==> src/hdl/fat12_pkg.sv <==
// Shared types and constants of the FAT12 cluster chain walker.
package fat12_pkg;

    localparam int ENTRY_W   = 12;
    localparam int ADDR_W    = 32;
    localparam int LEN_W     = 20;
    localparam int SIZE_W    = 32;
    localparam int PACK_W    = 24;
    localparam int PAIR_W    = 11;
    localparam int SPC_W     = 8;
    localparam int BPS_W     = 13;
    localparam int CBYTES_W  = SPC_W + BPS_W;
    localparam int CFG_IDX_W = 2;
    localparam int CFG_DAT_W = 32;

    localparam logic [ENTRY_W-1:0] CHAIN_END    = 12'hFF8;
    localparam logic [ENTRY_W:0]   CLUSTER_BASE = 13'd2;
    localparam logic [LEN_W-1:0]   LEN_MAX      = 20'hFFFFF;

    localparam logic [CFG_IDX_W-1:0] CFG_DATA_BASE   = 2'd0;
    localparam logic [CFG_IDX_W-1:0] CFG_SECT_PER_CL = 2'd1;
    localparam logic [CFG_IDX_W-1:0] CFG_BYTES_PER_S = 2'd2;

    typedef enum logic {
        KIND_LOAD = 1'b0,
        KIND_WALK = 1'b1
    } t_kind;

    typedef struct packed {
        t_kind                kind;
        logic [ENTRY_W-1:0]   pair_entry;    // 2 * pair_index, the first entry of the pair
        logic [PACK_W-1:0]    packed_bytes;
        logic [ENTRY_W-1:0]   start_cluster;
        logic [SIZE_W-1:0]    file_size;
    } t_item;

    typedef struct packed {
        logic [ADDR_W-1:0] data_base_address;
        logic [SPC_W-1:0]  sectors_per_cluster;
        logic [BPS_W-1:0]  sector_bytes;
    } t_cfg;

    typedef struct packed {
        logic [ADDR_W-1:0] segment_address;
        logic [LEN_W-1:0]  segment_length;
        logic              last_segment;
        logic              truncated;
    } t_seg;

endpackage

==> src/hdl/fat12_front.sv <==
// Front end: accepts input transfers, classifies them and queues them for the walker.
module fat12_front (
    input  logic                i_clk,
    input  logic                i_rst_n,
    input  logic                i_valid,
    output logic                o_ready,
    input  logic                i_action,
    input  logic [10:0]         i_pair_index,
    input  logic [23:0]         i_packed_bytes,
    input  logic [11:0]         i_start_cluster,
    input  logic [31:0]         i_file_size,
    output logic                o_item_valid,
    output fat12_pkg::t_item    o_item,
    input  logic                i_pop
);
    import fat12_pkg::*;

    t_item      r_q [2];
    logic       r_head;
    logic       r_tail;
    logic [1:0] r_fill;
    logic       w_push;
    logic       w_pop;
    t_item      w_item;

    assign o_ready      = (r_fill != 2'd2);
    assign o_item_valid = (r_fill != 2'd0);
    assign o_item       = r_q[r_head];
    assign w_push       = i_valid && o_ready;
    assign w_pop        = i_pop && o_item_valid;

    always_comb begin
        w_item.kind          = t_kind'(i_action);
        w_item.pair_entry    = {i_pair_index, 1'b0};
        w_item.packed_bytes  = i_packed_bytes;
        w_item.start_cluster = i_start_cluster;
        w_item.file_size     = i_file_size;
    end

    always_ff @(posedge i_clk) begin
        if (w_push) begin
            r_q[r_tail] <= w_item;
        end
    end

    always_ff @(posedge i_clk) begin
        if (!i_rst_n) begin
            r_head <= 1'b0;
            r_tail <= 1'b0;
            r_fill <= 2'd0;
        end else begin
            if (w_push) begin
                r_tail <= ~r_tail;
            end
            if (w_pop) begin
                r_head <= ~r_head;
            end
            case ({w_push, w_pop})
                2'b10:   r_fill <= r_fill + 2'd1;
                2'b01:   r_fill <= r_fill - 2'd1;
                default: r_fill <= r_fill;
            endcase
        end
    end

endmodule

==> config.mk <==
export PLATFORM = sky130hd
export DESIGN_NAME = fat12_front
export DESIGN_NICKNAME = d
export VERILOG_FILES = /design/src/hdl/fat12_pkg.sv /design/src/hdl/fat12_front.sv
export SDC_FILE = /design/constraint.sdc
export NUM_CORES = 1
export LEC_CHECK = 0
export BUFFER_PORTS_ARGS = -buffer_cell sky130_fd_sc_hd__buf_2
export CORE_ASPECT_RATIO = 0.8
export CORE_MARGIN = 2
export CORE_UTILIZATION = 47
export CTS_CLUSTER_DIAMETER = 30
export DETAILED_ROUTE_END_ITERATION = 6
export PLACE_DENSITY = 0.79
export SYNTH_ARGS = -nofsm -noshare
export SYNTH_HDL_FRONTEND = slang
export SYNTH_SLANG_ARGS = --single-unit
==> constraint.sdc <==
create_clock -name i_clk -period 2.6 [get_ports i_clk]
set_input_delay 0.39 -clock i_clk [delete_from_list [all_inputs] [get_ports i_clk]]
set_output_delay 0.39 -clock i_clk [all_outputs]
set_load 0.02 [all_outputs]
* Word level (Yosys, flattened, before mapping)
Memories as Yosys holds them, arrays and structs flattened. A register that Yosys moved wholly into a read port is not among the register bits. Index checks and enable logic that the tools add are counted.
Operators by class: equal/unequal tests 3, reductions and logical operators 4, bitwise logic cells 2, muxes and demuxes 5, add/sub/neg operators 2
Operators with widths (number):
- two-way mux 1 bit | 4
- case mux 2 bit (2 select lines) | 1
- nonzero test 2 bit | 2
- adder 2 x 1 -> 2 bit (second input constant) | 1
- == test 2 x 1 -> 1 bit (second input constant) | 1
- == test 2 bit (second input constant) | 1
- logical AND 1 bit | 2
- inequality test 2 bit (second input constant) | 1
- NOT 1 bit | 2
- subtractor 2 x 1 -> 2 bit (second input constant) | 1
Word-level totals: memories 1, input port bits 84, output and inout port bits 83, bits in writable memories 160, register bits after elaboration 4, word-level logic and storage cells 20
Memory list:
- r_q | depth 2, width 80, rd ports 1, clocked after memory_dff 1, wr ports 1, RTL line fat12_front.sv:18 | t_item r_q [2];

* Logic depth before layout (Yosys ltp)
Gate-level depths: netlist (run 1).
depth after elaboration 4, depth in mapped cells 6

* Worst setup path after synthesis (run 1)
OpenSTA, ideal clock, no wires.
path type flip-flop to flip-flop, start register r_fill[0], end memory r_q[1][0] in the netlist's numbering (enable), arrival 2.657 ns, clock period less this slack 3.105 ns, path buffers 0, required time 2.152 ns, cell stages (with the launch flop) 3, setup slack -0.505 ns, cell sequence dfxtp_1 nand2b_1 and3_1
Between the ends: word-level cells in the longest chain between the ends 4
RTL lines:
- start, declared | RTL line fat12_front.sv:21 | logic [1:0] r_fill;
- start signal, assigned | RTL line fat12_front.sv:59 | 2'b10: r_fill <= r_fill + 2'd1;
- start signal, assigned | RTL line fat12_front.sv:60 | 2'b01: r_fill <= r_fill - 2'd1;
- start signal, assigned | RTL line fat12_front.sv:61 | default: r_fill <= r_fill;
- inequality test 2 bit | RTL line fat12_front.sv:26 | assign o_ready = (r_fill != 2'd2);
- named net o_ready | RTL line fat12_front.sv:6 | output logic o_ready,
- logical AND 1 bit | RTL line fat12_front.sv:29 | assign w_push = i_valid && o_ready;
- two-way mux 1 bit | RTL line fat12_front.sv:41 | if (w_push) begin
- two-way mux 1 bit (not written as such) | RTL line fat12_front.sv:42 | r_q[r_tail] <= w_item;
- end, declared | RTL line fat12_front.sv:18
The timed path passes the listed nets, and every way through them passes these cells.

==> impl_results.md, run 1 <==
- Total wirelength of the detailed-routed design: 10900 um
- Number of clock sinks seen by CTS: 165
- Max-cap viol count: 0
- Worst IR Drop VDD: 0.699 mV
- Area of the mapped netlist: ~6000 um^2
- TritonCTS Buffers: 17
- Vertical extent of the die: about 110 um
- Async set-reset flop share out of synthesis: 0
- Top cells by instance count after synthesis: 160 x sky130_fd_sc_hd__edfxtp_1, 80 x sky130_fd_sc_hd__mux2_2, 9 x sky130_fd_sc_hd__buf_2
- Least-Margin Pin Slew: around 0.64 ns
- Global Route Usage Sum: 0.162
- Initial antenna violation count: 0
- Core footprint: around 12000 um^2
- Largest area contributor in the netlist: sky130_fd_sc_hd__edfxtp_1
- Max-Slew Margin vs Limit: 0.576
- Global route total overflow: 0
- Cell variety after synth: 22
- 1st-iter DRT viols: 210
- Power density relative to cell area: 1040 nW/um^2
- Sum Neg Setup Slack: 0 ns
- Worst EP required: between 2 and 2.5 ns
- Source-to-sink clock delay at the later pin of the worst-skew pair: between 0.4 and 0.5 ns
- Worst slack at placement: 0.756 ns
- Top cells by area in the synthesized netlist: sky130_fd_sc_hd__edfxtp_1 80%, sky130_fd_sc_hd__mux2_2 15%, sky130_fd_sc_hd__dfxtp_1 1.7%
- DRC: 0
- Detail-routed via count per cell: a little under 5
- Number of rows in the core area: 36
- Share of the clock period used by the worst path after layout: 0.830
- Buffers inserted by post-CTS timing repair: 0
- Startpoint type of the worst setup path: register
- Endpoint type of the worst setup path: primary output
- Antenna cells: 0
- Highest clock rate: about 460 MHz
- Fill cell total of the finished layout: 920
- Buffer depth of the longest clock path: 2
- Fraction of the yosys area taken by sequential cells: 0.818
- Average instance area after synthesis: ~22 um^2
- Register-to-register path setup slack: 0.74 ns
- Clock-pin slew on the worst setup and hold paths: 0.06 ns
- Time the worst path needs with I/O delays and setup: approximately 2.2 ns
- Cts repair resizes: 0
- Via count of the first global-routing pass: 3293
- Clock tree from TritonCTS: done
- Number of storage elements in the synthesis netlist: ~170
- Critical-path maximum fanout: 22
- Number of I/O port buffers: about 170
- Root Driver: sky130_fd_sc_hd__clkbuf_16
- Fin. Hold Viols: 0
- Hold bufs inserted after CTS: 0
- Final setup violation count: 0
- Total iterations of the first detailed-routing run: 5
- DR WL/cell: between 15 and 20 um
- H-tree depth reported by CTS: 4
- Fraction of final layout cells with drive strength greater than 1: 0.607
- Die area: 13700 um^2
- Main synth FF type: sky130_fd_sc_hd__edfxtp_1
- Final GP Congestion: between 0.6 and 0.7
- Gate count of the mapped netlist: approximately 280
- Pin count of the biggest net entering global routing: 48
- Run status: complete, no violations
- Unrepaired setup endpoints after global routing: no
- Share of Yosys cell area claimed by the top area cell type: 0.801
- Crit path kind: register to primary output
- Starting density of the core: 0.488
- Area Growth Syn to Fin: 26.2%
- Slew Limit Fails: 0
- Horizontal die dimension: between 100 and 150 um
- Detail Route Antenna Nets: 0
- Final HPWL from detailed placement: ~7300 um
- Cell leakage power: between 2 and 3 nW
- Post-Syn Nets: 360
- Most frequent cell after synthesis: sky130_fd_sc_hd__edfxtp_1
- Count of boundary I/O pins: 167
- Worst min-delay path category: input pin to register
- Number of enable flip-flop cells after synthesis: 160
- Final-stage net count: 540
- Wire length of the first global-routing pass: 16300 um
- Yosys warning total: 0
- Critical Path AT: 1.77 ns
- Setup ws final: approximately 0.44 ns
- Total via count after detailed routing: about 3100
- Post-Route Skew: a little over 0.005 ns
## flip-flops by register name (all words and copies together), names as in the netlist, named ones only
register	flops
r_q	160
r_fill	2
r_tail	1
r_head	1
## area by class of cell
class                   count  area, um^2  area share
flip-flops and latches    165        4910       0.649
multi-input cells          99        1040       0.138
well taps                 171         214      0.0283
repair buffers            171         896       0.118
clock buffers              20         437      0.0577
clock inverters            12        65.1     0.00860
inverters                   1        7.51    0.000992
## metal layers
layer,vias up,share of wire,track usage
met2,116,0.50,0.270
met1,1556,0.43,0.194
li1,1441,-,-
met4,0,0.011,0.0599
met5,-,0,0
met3,13,0.062,0.0573
## worst max-delay path, cell delays in order, from the launching register on
cell and delay [ns]:
sky130_fd_sc_hd__dfxtp_4 0.46, sky130_fd_sc_hd__buf_4 0.33, sky130_fd_sc_hd__mux2_2 0.39, sky130_fd_sc_hd__buf_2 0.16
## cells by family after synthesis
kind of cell               share of synthesized area
adders and majority gates                    0.00209
xor gates and xnor gates                     0.00438
DFF                                            0.818
buffers and inverters                        0.00939
muxes                                          0.150
and+or+nand+nor                              0.00918
other                                       0.000625
AOI/OAI and AO/OA                            0.00626
## cells in the final DEF, fill, tap and decap left out, types with 2 or more instances in the layout
master / instances
sky130_fd_sc_hd__buf_2: 165
sky130_fd_sc_hd__edfxtp_1: 160
sky130_fd_sc_hd__mux2_2: 80
sky130_fd_sc_hd__clkbuf_16: 17
sky130_fd_sc_hd__clkinv_2: 9
sky130_fd_sc_hd__buf_4: 4
sky130_fd_sc_hd__dfxtp_1: 4
sky130_fd_sc_hd__xnor2_1: 3
sky130_fd_sc_hd__clkbuf_1: 3
sky130_fd_sc_hd__nor2b_1: 2
sky130_fd_sc_hd__clkinvlp_4: 2
sky130_fd_sc_hd__buf_12: 2
## power breakdown
group	switching [mW]	total [mW]	internal, mW
Sequential	0.128	3.49	3.36
Combinational	1.31	2.22	0.907
Clock	0.933	2.13	1.20
## through the flow
step	hold WS [ns]	area (um^2)	util	power, mW	cells
detailed placement	0.530	7070	0.575	5.79	607
floorplan	0.479	6000	-	5.05	275
global route	0.135	7570	0.615	8.18	639
finish	0.160	7570	0.615	7.84	639
global placement	0.500	7070	0.575	5.72	607
CTS	0.136	7570	0.615	7.94	639
## path summary, 6_finish.rpt
check / start / end / cells after the start
worst min-delay path: i_pair_index[10] / r_q[0][78] / 1
worst max register to register: r_fill[0] / r_q[0][64] / 4
worst min register to register: r_fill[1] / r_fill[1] / 2
worst max-delay path: register / o_item[4] / 3
No activity file was read; power rests on OpenSTA's default activity.
==> run 2: changes to the inputs <==
==> constraint.sdc (replaced) <==
create_clock -name i_clk -period 1.9 [get_ports i_clk]
set_input_delay 0.285 -clock i_clk [delete_from_list [all_inputs] [get_ports i_clk]]
set_output_delay 0.285 -clock i_clk [all_outputs]
set_load 0.02 [all_outputs]
==> run 2 against run 1 <==
Critical path depth is 1 higher. Non-clock buffer count is 11 higher. Clock power is 41% higher. Setup slack worse by 0.42 ns. Cell count is 1.1% higher. Core utilization is 3.5 points higher.
==> impl_results.md, run 2 (same netlist as run 1, synthesis figures left out) <==
- Run status: complete, no violations
- Total iterations of the first detailed-routing run: 4 (-1)
- Fin. Hold Viols: 0 (unchanged)
- Flop pwr share: 0.408 (-0.037)
- Met3 track demand over resource: 0.0671 (+0.00973)
- Root Driver: sky130_fd_sc_hd__clkbuf_16
- Global Route Usage Sum: 0.163 (+0.00118)
- Post-Route Skew: 0.00861 ns (+0.00351 ns)
- Global routing usage on met1: 0.184 (-0.00957)
- Buffer depth of the longest clock path: 2 (unchanged)
- Hold bufs inserted after CTS: 0 (unchanged)
- Share of the clock period used by the worst path after layout: 0.990
- Highest clock rate: approximately 530 MHz
- TritonCTS Buffers: 17 (unchanged)
- Number of I/O port buffers: 165 (unchanged)
- Fraction of final layout cells with drive strength greater than 1: 0.613 (+0.00579)
- Max-cap viol count: 0 (unchanged)
- Power density relative to cell area: 1460 nW/um^2 (+40%)
- Unrepaired setup endpoints after global routing: yes
- Registers with the highest flip-flop counts: r_q x160, r_fill x2
- DR WL/cell: 18.5 um (+8.2%)
- Overall power of the completed layout: 11.6 mW (+48%)
- Crit path kind: register to primary output
- Initial antenna violation count: 0 (unchanged)
- Horizontal die dimension: 130 um (unchanged)
- Clock tree from TritonCTS: done
- Core footprint: 12300 um^2 (unchanged)
- Area Growth Syn to Fin: 33.4%
- Detail-routed via count per cell: 4.99 (+2.0%)
- Wire length of the first global-routing pass: 16400 um (+0.59%)
- Time the worst path needs with I/O delays and setup: 1.88 ns
- Clock group share of total power: 0.259 (-0.013)
- Critical-path maximum fanout: 12 (-45%)
- Die area: 13700 um^2 (unchanged)
- Vertical extent of the die: 105 um (unchanged)
- Pin count of the biggest net entering global routing: 46 (-4.2%)
- Top Usage Layer GRT: met2
- Number of clock sinks seen by CTS: 165 (unchanged)
- Total via count after detailed routing: 3222 (+3.1%)
- Worst IR Drop VDD: 1.04 mV (+48%)
- Post-route design area: 8000 um^2 (+5.7%)
- Critical-path cell list: buf_12 > buf_16 > mux2_2 > buf_4
- Worst path top cell family by delay: buffers and inverters
- Final HPWL from detailed placement: 7100 um (-2.2%)
- Global route total overflow: 0 (unchanged)
- Fraction of power consumed by combinational cells: 0.334 (+0.051)
- Startpoint type of the worst setup path: register
- Worst EP required: 1.62 ns (-0.59 ns)
- Most used cells in the layout excluding fill and tap cells: 160 x sky130_fd_sc_hd__edfxtp_1, 136 x sky130_fd_sc_hd__buf_2, 76 x sky130_fd_sc_hd__mux2_2
- GR Layer Usage met2: 0.273 (+0.00299)
- Max stage delay on crit path: 0.37 ns (-0.09 ns)
- Final GP Congestion: 0.676 (-3.5%)
- Endpoint type of the worst setup path: primary output
- Final-stage net count: 551 (+2.0%)
- Clock-pin slew on the worst setup and hold paths: 0.06 ns (about the same)
- 1st-iter DRT viols: 179 (-15%)
- Worst min-delay path category: input pin to register
- Pint: 8.21 mW (+50%)
- Slew Limit Fails: 0 (unchanged)
- Worst Path Buf+Inv: 3 (+1)
- Cell type of the slowest stage on the worst timing path: sky130_fd_sc_hd__dfxtp_4
- Antenna cells: 0 (unchanged)
- Source-to-sink clock delay at the later pin of the worst-skew pair: 0.42 ns (about the same)
- Cell leakage power: 2.98 nW (+5.8%)
- Largest register FFs: 160 (unchanged)
- Biggest register: r_q
- Switching power summed over all nets: 3.44 mW (+45%)
- DRC: 0 (unchanged)
- Number of rows in the core area: 36 (unchanged)
- Switch share: 0.295 (-0.00766)
- Via count of the first global-routing pass: 3332 (+1.2%)
- Final setup violation count: 0 (unchanged)
- Post-place instance area: 7130 um^2 (+0.83%)
- Commonest non-fill, non-tap cell in the layout: sky130_fd_sc_hd__edfxtp_1
- Critical Path AT: 1.60 ns (-0.17 ns)
- Total wirelength of the detailed-routed design: 12000 um (+9.4%)
- Starting density of the core: 0.488 (unchanged)
- H-tree depth reported by CTS: 4 (unchanged)
- Count of boundary I/O pins: 167 (unchanged)
- Detail Route Antenna Nets: 0 (unchanged)
## run 2: changes by cell type in the layout (fill, tap and decap cells not counted), sizes merged
cell | previous run | this run
clkinv | 11 | 3
clkbuf | 20 | 27
buf | 171 | 177
bufinv | 0 | 1
clkinvlp | 2 | 3
## run 2: power by group through the flow
stage	Combinational (mW)	Clock, mW	Sequential [mW]
after detailed placement	3.18	0	4.82
after global routing	4.12	3.21	4.80
after CTS	3.22	3.07	4.75
after global placement	3.13	0	4.78
after floorplan	2.16	0	4.78
final	3.88	3.01	4.75
## run 2: routing by layer
metal,wire length [um],share of wire
met1,5060,0.42
met2,5850,0.49
met3,862,0.072
met4,188,0.016
met5,0,0
## run 2: timing repair
action | 4_1_cts | 5_1_grt
cloned | 0 | 9
gates resized for setup | 1 | 50
buffers inserted | 0 | 2
hold endpoints to repair | 0 | 0
endpoints found under the setup margin | 9 | 63
## run 2: final cells by class
cell class	count	area (um^2)
timing repair buffer	182	1300
clock inverter	6	58.8
fill	867	4300
clock buffer	22	444
inverter	1	7.51
tap	171	214
sequential	165	4910
multi-input combinational	99	1060
## run 2: path summary, 6_finish.rpt
kind	from	to	slack [ns]	depth (start not counted)
min	i_packed_bytes[21]	r_q[1][65]	0.05	1
max	register	o_item[0]	0.02	4
max reg2reg	r_fill[0]	r_fill[1]	0.35	5
min reg2reg	r_head	r_head	0.57	2
## run 2: through the flow
stage / setup TNS, ns / hold WS (ns) / setup slack, ns / utilization / cells
after detailed placement: 0 / 0.476 / 0.349 / 0.579 / 607
after floorplan: -35.44 / 0.384 / -0.324 / - / 275
after CTS: -0.0468 / 0.0347 / -0.0154 / 0.621 / 635
final: 0 / 0.0549 / 0.0191 / 0.650 / 646
after global routing: -0.761 / 0.0298 / -0.0439 / 0.650 / 646
after global placement: 0 / 0.472 / 0.444 / 0.579 / 607
